`config.mk`:
```
export PLATFORM = sky130hd
export DESIGN_NAME = tpis_ctrl
export DESIGN_NICKNAME = d
export VERILOG_FILES = /design/src/rtl/core/tpis_pkg.sv /design/src/rtl/core/tpis_ctrl.sv
export SDC_FILE = /design/constraint.sdc
export NUM_CORES = 1
export LEC_CHECK = 0
export BUFFER_PORTS_ARGS = -buffer_cell sky130_fd_sc_hd__buf_2
export CORE_MARGIN = 2
export CORE_UTILIZATION = 47
export DETAILED_ROUTE_END_ITERATION = 12
export PLACE_DENSITY_LB_ADDON = 0.05
export SLEW_MARGIN = 20
export SYNTH_ARGS = -nofsm -noshare
export SYNTH_HDL_FRONTEND = slang
export SYNTH_SLANG_ARGS = --single-unit
```
`constraint.sdc`:
```
create_clock -name clk -period 2.1 [get_ports clk]
set_clock_uncertainty 0.2 [all_clocks]
set_input_delay 0.525 -clock clk [delete_from_list [all_inputs] [get_ports clk]]
set_output_delay 0.525 -clock clk [all_outputs]
set_load 0.02 [all_outputs]
```
`src/rtl/core/tpis_pkg.sv`:
```
// Package for the thermal plant core with low-pass smoothing.
// Holds command types, state codes, register indexes, filter coefficients and
// saturation helpers; no dependencies.
`default_nettype none

package tpis_pkg;

  localparam int unsigned TAP_W     = 4;
  localparam int unsigned CFG_IDX_W = 3;
  localparam int unsigned CFG_W     = 32;

  localparam logic [CFG_IDX_W-1:0] CFG_AMBIENT  = 3'd0;
  localparam logic [CFG_IDX_W-1:0] CFG_GAIN_LIN = 3'd1;
  localparam logic [CFG_IDX_W-1:0] CFG_GAIN_EFF = 3'd2;
  localparam logic [CFG_IDX_W-1:0] CFG_GAIN_SQ  = 3'd3;
  localparam logic [CFG_IDX_W-1:0] CFG_STEP     = 3'd4;

  localparam logic [CFG_W-1:0] AMBIENT_RST  = 32'd1638400;
  localparam logic [CFG_W-1:0] GAIN_LIN_RST = 32'd1174405;
  localparam logic [CFG_W-1:0] GAIN_EFF_RST = 32'd9227469;
  localparam logic [CFG_W-1:0] GAIN_SQ_RST  = 32'd0;
  localparam logic [CFG_W-1:0] STEP_RST     = 32'd92275;

  // Q4.60 coefficients, rounded to nearest from their decimal forms
  localparam logic [127:0] DEC18 = 128'd1000000000000000000;
  localparam logic [127:0] DEC20 = 128'd100000000000000000000;
  localparam logic [127:0] CA0_W = ((128'd67117469390 << 60) + (DEC20 >> 1)) / DEC20;
  localparam logic [127:0] CA1_W = ((128'd268469877561 << 60) + (DEC20 >> 1)) / DEC20;
  localparam logic [127:0] CA2_W = ((128'd402704816342 << 60) + (DEC20 >> 1)) / DEC20;
  localparam logic [127:0] CF1_W =
    ((128'd3972635469928829500 << 60) + (DEC18 >> 1)) / DEC18;
  localparam logic [127:0] CF2_W =
    ((128'd5918280197057419500 << 60) + (DEC18 >> 1)) / DEC18;
  localparam logic [127:0] CF3_W =
    ((128'd3918651000437678000 << 60) + (DEC18 >> 1)) / DEC18;
  localparam logic [127:0] CF4_W =
    ((128'd973006285171913120 << 60) + (DEC18 >> 1)) / DEC18;

  localparam logic [63:0] COEF_A0 = CA0_W[63:0];
  localparam logic [63:0] COEF_A1 = CA1_W[63:0];
  localparam logic [63:0] COEF_A2 = CA2_W[63:0];
  localparam logic [63:0] COEF_F1 = CF1_W[63:0];
  localparam logic [63:0] COEF_F2 = ~CF2_W[63:0] + 64'd1;
  localparam logic [63:0] COEF_F3 = CF3_W[63:0];
  localparam logic [63:0] COEF_F4 = ~CF4_W[63:0] + 64'd1;

  typedef enum logic [2:0] {
    OPS_LIN, OPS_EFF, OPS_SQ, OPS_GSQ, OPS_STEP, OPS_FILT
  } op_sel_t;

  typedef enum logic [2:0] {
    PST_NONE, PST_SUM_LOAD, PST_SUM_ADD8, PST_SQ_SAVE, PST_SUM_ADD16,
    PST_PLANT, PST_FILT
  } post_t;

  typedef enum logic [3:0] {
    ST_IDLE, ST_INIT, ST_LOAD, ST_MUL, ST_DRAIN, ST_POST, ST_SHIFT,
    ST_FLOAD, ST_FMUL, ST_FDRAIN, ST_FPOST, ST_DONE
  } state_t;

  typedef struct packed {
    logic             capture;
    logic             init;
    logic             load_ops;
    op_sel_t          op_sel;
    logic [TAP_W-1:0] tap;
    logic             fb;
    logic             mul_en;
    logic [1:0]       limb;
    logic             first;
    post_t            post;
    logic             shift;
    logic             out_load;
  } tpis_cmd_t;

  function automatic logic signed [63:0] sat64(input logic signed [127:0] v);
    logic hi_ones;
    logic hi_zeros;
    hi_ones  = &v[127:63];
    hi_zeros = ~|v[127:63];
    if (hi_ones || hi_zeros) begin
      return v[63:0];
    end else if (v[127]) begin
      return {1'b1, 63'd0};
    end else begin
      return {1'b0, {63{1'b1}}};
    end
  endfunction

  function automatic logic signed [63:0] filt_coef(input logic [TAP_W-1:0] tap,
                                                   input logic fb);
    logic signed [63:0] c;
    c = '0;
    if (fb) begin
      unique case (tap)
        4'd1:    c = COEF_F1;
        4'd2:    c = COEF_F2;
        4'd3:    c = COEF_F3;
        4'd4:    c = COEF_F4;
        default: c = '0;
      endcase
    end else begin
      unique case (tap)
        4'd0:    c = COEF_A0;
        4'd1:    c = COEF_A1;
        4'd2:    c = COEF_A2;
        4'd3:    c = COEF_A1;
        4'd4:    c = COEF_A0;
        default: c = '0;
      endcase
    end
    return c;
  endfunction

endpackage

`default_nettype wire

```
`src/rtl/core/tpis_ctrl.sv`:
```
// Sequencer for the thermal plant core: walks plant products, filter taps and
// result hand-off. Depends on tpis_pkg.
`default_nettype none

module tpis_ctrl #(
  parameter int unsigned FILTER_ORDER = 4
) (
  input  logic                clk,
  input  logic                rst_n,
  input  logic                in_valid,
  input  logic                in_func,
  output logic                in_ready,
  output logic                out_valid,
  input  logic                out_ready,
  output tpis_pkg::tpis_cmd_t cmd
);
  import tpis_pkg::*;

  localparam int unsigned KTAPS = (FILTER_ORDER < 4) ? FILTER_ORDER : 4;
  localparam logic [TAP_W-1:0] K_LAST = TAP_W'(2 * KTAPS);
  localparam logic [1:0] LIMB_LAST = 2'd3;

  state_t           state_r, state_nxt;
  op_sel_t          ph_r, ph_nxt;
  logic [1:0]       limb_r, limb_nxt;
  logic [TAP_W-1:0] k_r, k_nxt;
  logic             out_valid_r, out_valid_nxt;

  always_ff @(posedge clk) begin
    if (!rst_n) begin
      state_r     <= ST_IDLE;
      ph_r        <= OPS_LIN;
      limb_r      <= '0;
      k_r         <= '0;
      out_valid_r <= 1'b0;
    end else begin
      state_r     <= state_nxt;
      ph_r        <= ph_nxt;
      limb_r      <= limb_nxt;
      k_r         <= k_nxt;
      out_valid_r <= out_valid_nxt;
    end
  end

  always_comb begin
    state_nxt = state_r;
    ph_nxt    = ph_r;
    limb_nxt  = limb_r;
    k_nxt     = k_r;
    cmd       = '0;
    unique case (state_r)
      ST_IDLE: begin
        if (in_valid) begin
          cmd.capture = 1'b1;
          ph_nxt      = OPS_LIN;
          state_nxt   = in_func ? ST_INIT : ST_LOAD;
        end
      end
      ST_INIT: begin
        cmd.init  = 1'b1;
        state_nxt = ST_DONE;
      end
      ST_LOAD: begin
        cmd.load_ops = 1'b1;
        cmd.op_sel   = ph_r;
        limb_nxt     = '0;
        state_nxt    = ST_MUL;
      end
      ST_MUL: begin
        cmd.mul_en = 1'b1;
        cmd.limb   = limb_r;
        cmd.first  = (limb_r == '0);
        limb_nxt   = limb_r + 2'd1;
        if (limb_r == LIMB_LAST) begin
          state_nxt = ST_DRAIN;
        end
      end
      ST_DRAIN: begin
        state_nxt = ST_POST;
      end
      ST_POST: begin
        state_nxt = ST_LOAD;
        unique case (ph_r)
          OPS_LIN: begin
            cmd.post = PST_SUM_LOAD;
            ph_nxt   = OPS_EFF;
          end
          OPS_EFF: begin
            cmd.post = PST_SUM_ADD8;
            ph_nxt   = OPS_SQ;
          end
          OPS_SQ: begin
            cmd.post = PST_SQ_SAVE;
            ph_nxt   = OPS_GSQ;
          end
          OPS_GSQ: begin
            cmd.post = PST_SUM_ADD16;
            ph_nxt   = OPS_STEP;
          end
          OPS_STEP: begin
            cmd.post  = PST_PLANT;
            state_nxt = ST_SHIFT;
          end
          default: begin
            cmd.post  = PST_NONE;
            state_nxt = ST_SHIFT;
          end
        endcase
      end
      ST_SHIFT: begin
        cmd.shift = 1'b1;
        k_nxt     = '0;
        state_nxt = ST_FLOAD;
      end
      ST_FLOAD: begin
        cmd.load_ops = 1'b1;
        cmd.op_sel   = OPS_FILT;
        cmd.tap      = (k_r + TAP_W'(1)) >> 1;
        cmd.fb       = (k_r != '0) && !k_r[0];
        limb_nxt     = '0;
        state_nxt    = ST_FMUL;
      end
      ST_FMUL: begin
        cmd.mul_en = 1'b1;
        cmd.limb   = limb_r;
        cmd.first  = (k_r == '0) && (limb_r == '0);
        limb_nxt   = limb_r + 2'd1;
        if (limb_r == LIMB_LAST) begin
          if (k_r == K_LAST) begin
            state_nxt = ST_FDRAIN;
          end else begin
            k_nxt     = k_r + TAP_W'(1);
            state_nxt = ST_FLOAD;
          end
        end
      end
      ST_FDRAIN: begin
        state_nxt = ST_FPOST;
      end
      ST_FPOST: begin
        cmd.post  = PST_FILT;
        state_nxt = ST_DONE;
      end
      ST_DONE: begin
        if (!out_valid_r || out_ready) begin
          cmd.out_load = 1'b1;
          state_nxt    = ST_IDLE;
        end
      end
      default: begin
        state_nxt = ST_IDLE;
      end
    endcase
  end

  always_comb begin
    priority if (cmd.out_load) begin
      out_valid_nxt = 1'b1;
    end else if (out_valid_r && out_ready) begin
      out_valid_nxt = 1'b0;
    end else begin
      out_valid_nxt = out_valid_r;
    end
  end

  assign in_ready  = (state_r == ST_IDLE);
  assign out_valid = out_valid_r;

endmodule

`default_nettype wire

```
* Yosys cells after proc, flatten, opt, wreduce, memory -nomap -nowiden
Cells that the tools add are included.
Operators by class: reduce and logical (&&, ||, !) cells 22, equal/unequal tests 23, multiplexer cells 28, $add $sub $neg 2
Operators with widths (count):
- $pmux 4 s11 | 1
- $mux 4 | 8
- $pmux 4 s2 | 3
- $eq 4x4->1 const B | 5
- $eq 4x3->1 const B | 4
- $pmux 3 s5 | 1
- $pmux 3 s2 | 2
- $pmux 3 s4 | 1
- $ne 2x2->1 const B | 5
- $eq 4x2->1 const B | 2
- $logic_not 4->1 | 2
- $mux 1 | 8
- $reduce_bool 2->1 | 4
- $eq 3x2->1 const B | 2
- $mux 3 | 2
- $reduce_and 3->1 | 2
- $reduce_or 2->1 | 3
- $ne 5x1->1 const B | 1
- $add 4x1->4 const B | 1
- $eq 4x1->1 const B | 1
- $pmux 2 s2 | 1
- $reduce_and 4->1 | 1
- $reduce_bool 4->1 | 1
- $reduce_or 4->1 | 1
- other kinds (10) | 13
Word-level totals: register bits 14, output and inout bits 22, word-level logic and storage cells 80, bits of input ports 5

* Logic depth before layout (Yosys ltp)
depth in word-level cells 5, gate-level depth with buffers 7, gate-level depth less buffers 7

* Worst setup path after synthesis
Ideal clock, no wire load.
kind reg2out, start point register state_r[0], end point output cmd[9] (netlist bit), data required time 1.375 ns, data arrival time 1.460 ns, buffers on the path 2, path slack -0.085 ns, stages on the path, launching flop included 6, path through dfxtp_1 buf_2 buf_2 nor2b_1 nand3_1 nor3_1
RTL lines:
- start, declared | line tpis_ctrl.sv:23 | state_t state_r, state_nxt;
- start signal, assigned | line tpis_ctrl.sv:37 | state_r <= state_nxt;
- end, declared | line tpis_ctrl.sv:15 | output tpis_pkg::tpis_cmd_t cmd

==> results.toml <==
[route]
via_per_inst = 5.37
drc = 0
wl_per_cell_um = 13.5
vias = 1176
ant_nets = 0
wl_mm = 2.96
drt-pass1-iter-count = 4
drtIter0Drc = 12

[sta]
rsz0062_at_grt = "yes"
hold_viol = 0
fmax_mhz = 436
worst_slack_ns = -0.192
period_share = 1.09
whs_ns = 0.340
finalSetupViolCount = 11
drv_slew = 0
fin_crit_ns = 2.29

[clocking]
clock_sinks = 14
path_clk_slew_ns = 0.08
clock_latency_ns = 0.28
cts_tree = "yes"
cts.htree.levels = 1
cts_buffers = 3
root_buffer = "clkbuf_4"
cts.path.max_buffers = 2
cts_hold_buf = 0

[grt]
grt_max_degree = 16
grt_pass1_wl_mm = 4.82
overflow = 0
first_global_vias = 1120
grt_antenna_before_repair = 0
grt_usage = 0.235

[logic_synthesis]
yosysSeqAreaShare = 0.244
synthTopCellsByCount = "dfxtp_1 (14), nor2_1 (13), nand2_1 (11), inv_1 (9), o21ai_0 (8)"
synth_xor_area_frac = 0.0381
synthCells = 145
synthTopCellsByArea = "dfxtp_1 (24%), ha_1 (4.4%), mux2i_1 (4.4%)"
synth_compound_area_frac = 0.197
synth_flop_cell = "dfxtp_1"
yosys_register_bits = 14
yosysTopAreaCell = "dfxtp_1"
synthAdderAreaFrac = 0.0436
syn-mean-instance-area_um2 = 7.92
synth_edf_count = 0
muxShareOfSynthArea = 0.0534
synth-simple-area-share = 0.338
yosys_warnings = 0
syn_nets = 154
synth_top_area_frac = 0.244
synth_area_um2 = 1150
async_flop_share = 0
synth_top_family_by_area = "simple AND/OR/NAND/NOR gates"
yosysMostFrequentCell = "dfxtp_1"
post_synth_num_cell_types = 54

[die]
rows = 17
die_area_um2 = 2860
die_h_um = 53.4
start_util = 0.509
core_region_area_um2 = 2250
io_pins = 27
die_w_um = 53.4

[placed_design]
port-buffer-count = 25
hpwlAfterDp_mm = 2.14
dpl_worst_slack_ns = 0.0432
gp_congestion = 0.843

[final_layout]
nets = 202
diodes = 0
drive_gt1_frac = 0.513
syn_to_final_growth_pct = 46.2
final_core_util = 0.745

[status]
violations = "negative setup slack"
status = "complete, but fails checks"

[worst_setup_path]
worstPathRequired_ns = 1.37
crit_fanout = 4
cp-start-kind = "flop"
cp.arrival_ns = 1.57
critPathKind = "reg2out"
cp-end-kind = "output port"

[pwr]
ir_worst_vdd_uv = 779
p_per_area_nw_per_um2 = 1010
p_leak_nw = 0.741

[flow_run]
maxCapViolCount = 0

[min_path]
worstHoldPathType = "reg2reg"
==> flip-flops by register name, indices dropped and copies added (netlist names) <==
register,cells
k_r,4
state_r,4
ph_r,3
limb_r,2
out_valid,1
==> critical path, stage by stage, from the launching register on <==
cell and delay [ns]:
dfxtp_2 0.35, or4b_4 0.56, o21ai_4 0.10, and2_4 0.17
buf_6 0.10
==> worst paths after layout <==
| path | start | to | slack [ns] | depth (start not counted) |
|---|---|---|---|---|
| setup reg to reg | state_r[1]$_SDFFE_PN0P_ | state_r[1]$_SDFFE_PN0P_ | 0.18 | 8 |
| setup / recovery | state_r[1]$_SDFFE_PN0P_ | cmd[6] | -0.19 | 4 |
| hold / removal | out_valid$_SDFFE_PN0P_ | out_valid$_SDFFE_PN0P_ | 0.34 | 2 |
| hold reg to reg | out_valid$_SDFFE_PN0P_ | out_valid$_SDFFE_PN0P_ | 0.34 | 2 |
==> area by class of cell <==
class | instances | area, µm²
Clock buffer | 3 | 22.5
Sequential cell | 14 | 293
Timing Repair Buffer | 54 | 409
Fill cell | 174 | 576
Inverter | 9 | 33.8
Multi-Input combinational cell | 111 | 886
Tap cell | 28 | 35.0
==> cell usage in the layout (no fill, tap or decap), types with 2 or more instances in the layout <==
cell and count:
buf_6 7, and3b_1 2, clkbuf_4 3, o22ai_1 2, nand2_1 9, nor2b_1 5
dfxtp_1 8, dfxtp_2 4, a21boi_1 2, nor2_1 12, buf_4 34, and2_4 3
a21oi_1 3, inv_2 4, o21ai_0 7, nand2b_4 3, nand2_2 2, nor3_2 2
mux2i_1 5, and2_1 3, buf_2 12, a21boi_2 2, xor2_1 3, ha_1 3
inv_1 5, nor3_4 2, o21ai_1 2, dfxtp_4 2, a21oi_2 2
==> report_power, final <==
part	switching (mW)	total, mW	internal, mW
Sequential	0.0508	0.365	0.314
Clock	0.0871	0.154	0.0666
Combinational	0.579	1.18	0.605
==> metrics by stage <==
step                      std cells  power (mW)  TNS, ns  cell area [µm²]
after detailed placement        207        1.24        0             1410
after CTS                       214        1.53    -1.08             1550
after floorplan                 145       0.950  -0.0127             1160
after global routing            219        1.81    -1.98             1680
final                           219        1.70   -0.945             1680
after global placement          207        1.22        0             1410
==> repair_timing <==
item,4_1_cts,5_1_grt
pin swaps,7,12
endpoints found under the setup margin,18,20
setup buffers,4,5
resized for setup,29,27
==> cell families after synthesis <==
logic type                 count (synthesis)
and+or+nand+nor                           64
AOI/OAI and AO/OA                         31
buffers and inverters                     20
DFF                                       14
muxes                                      6
xor gates and xnor gates                   5
adders and majority gates                  4
other                                      1
==> metal layers <==
metal	part of all wire	routed length [µm]	vias to the layer above	global-route usage
met5	0	0	-	0
met4	0.031	91	0	0.137
met3	0.031	91	8	0.0282
met2	0.49	1440	26	0.409
met1	0.45	1340	543	0.271
li1	-	-	599	-
No activity file was read; power rests on OpenSTA's default activity.
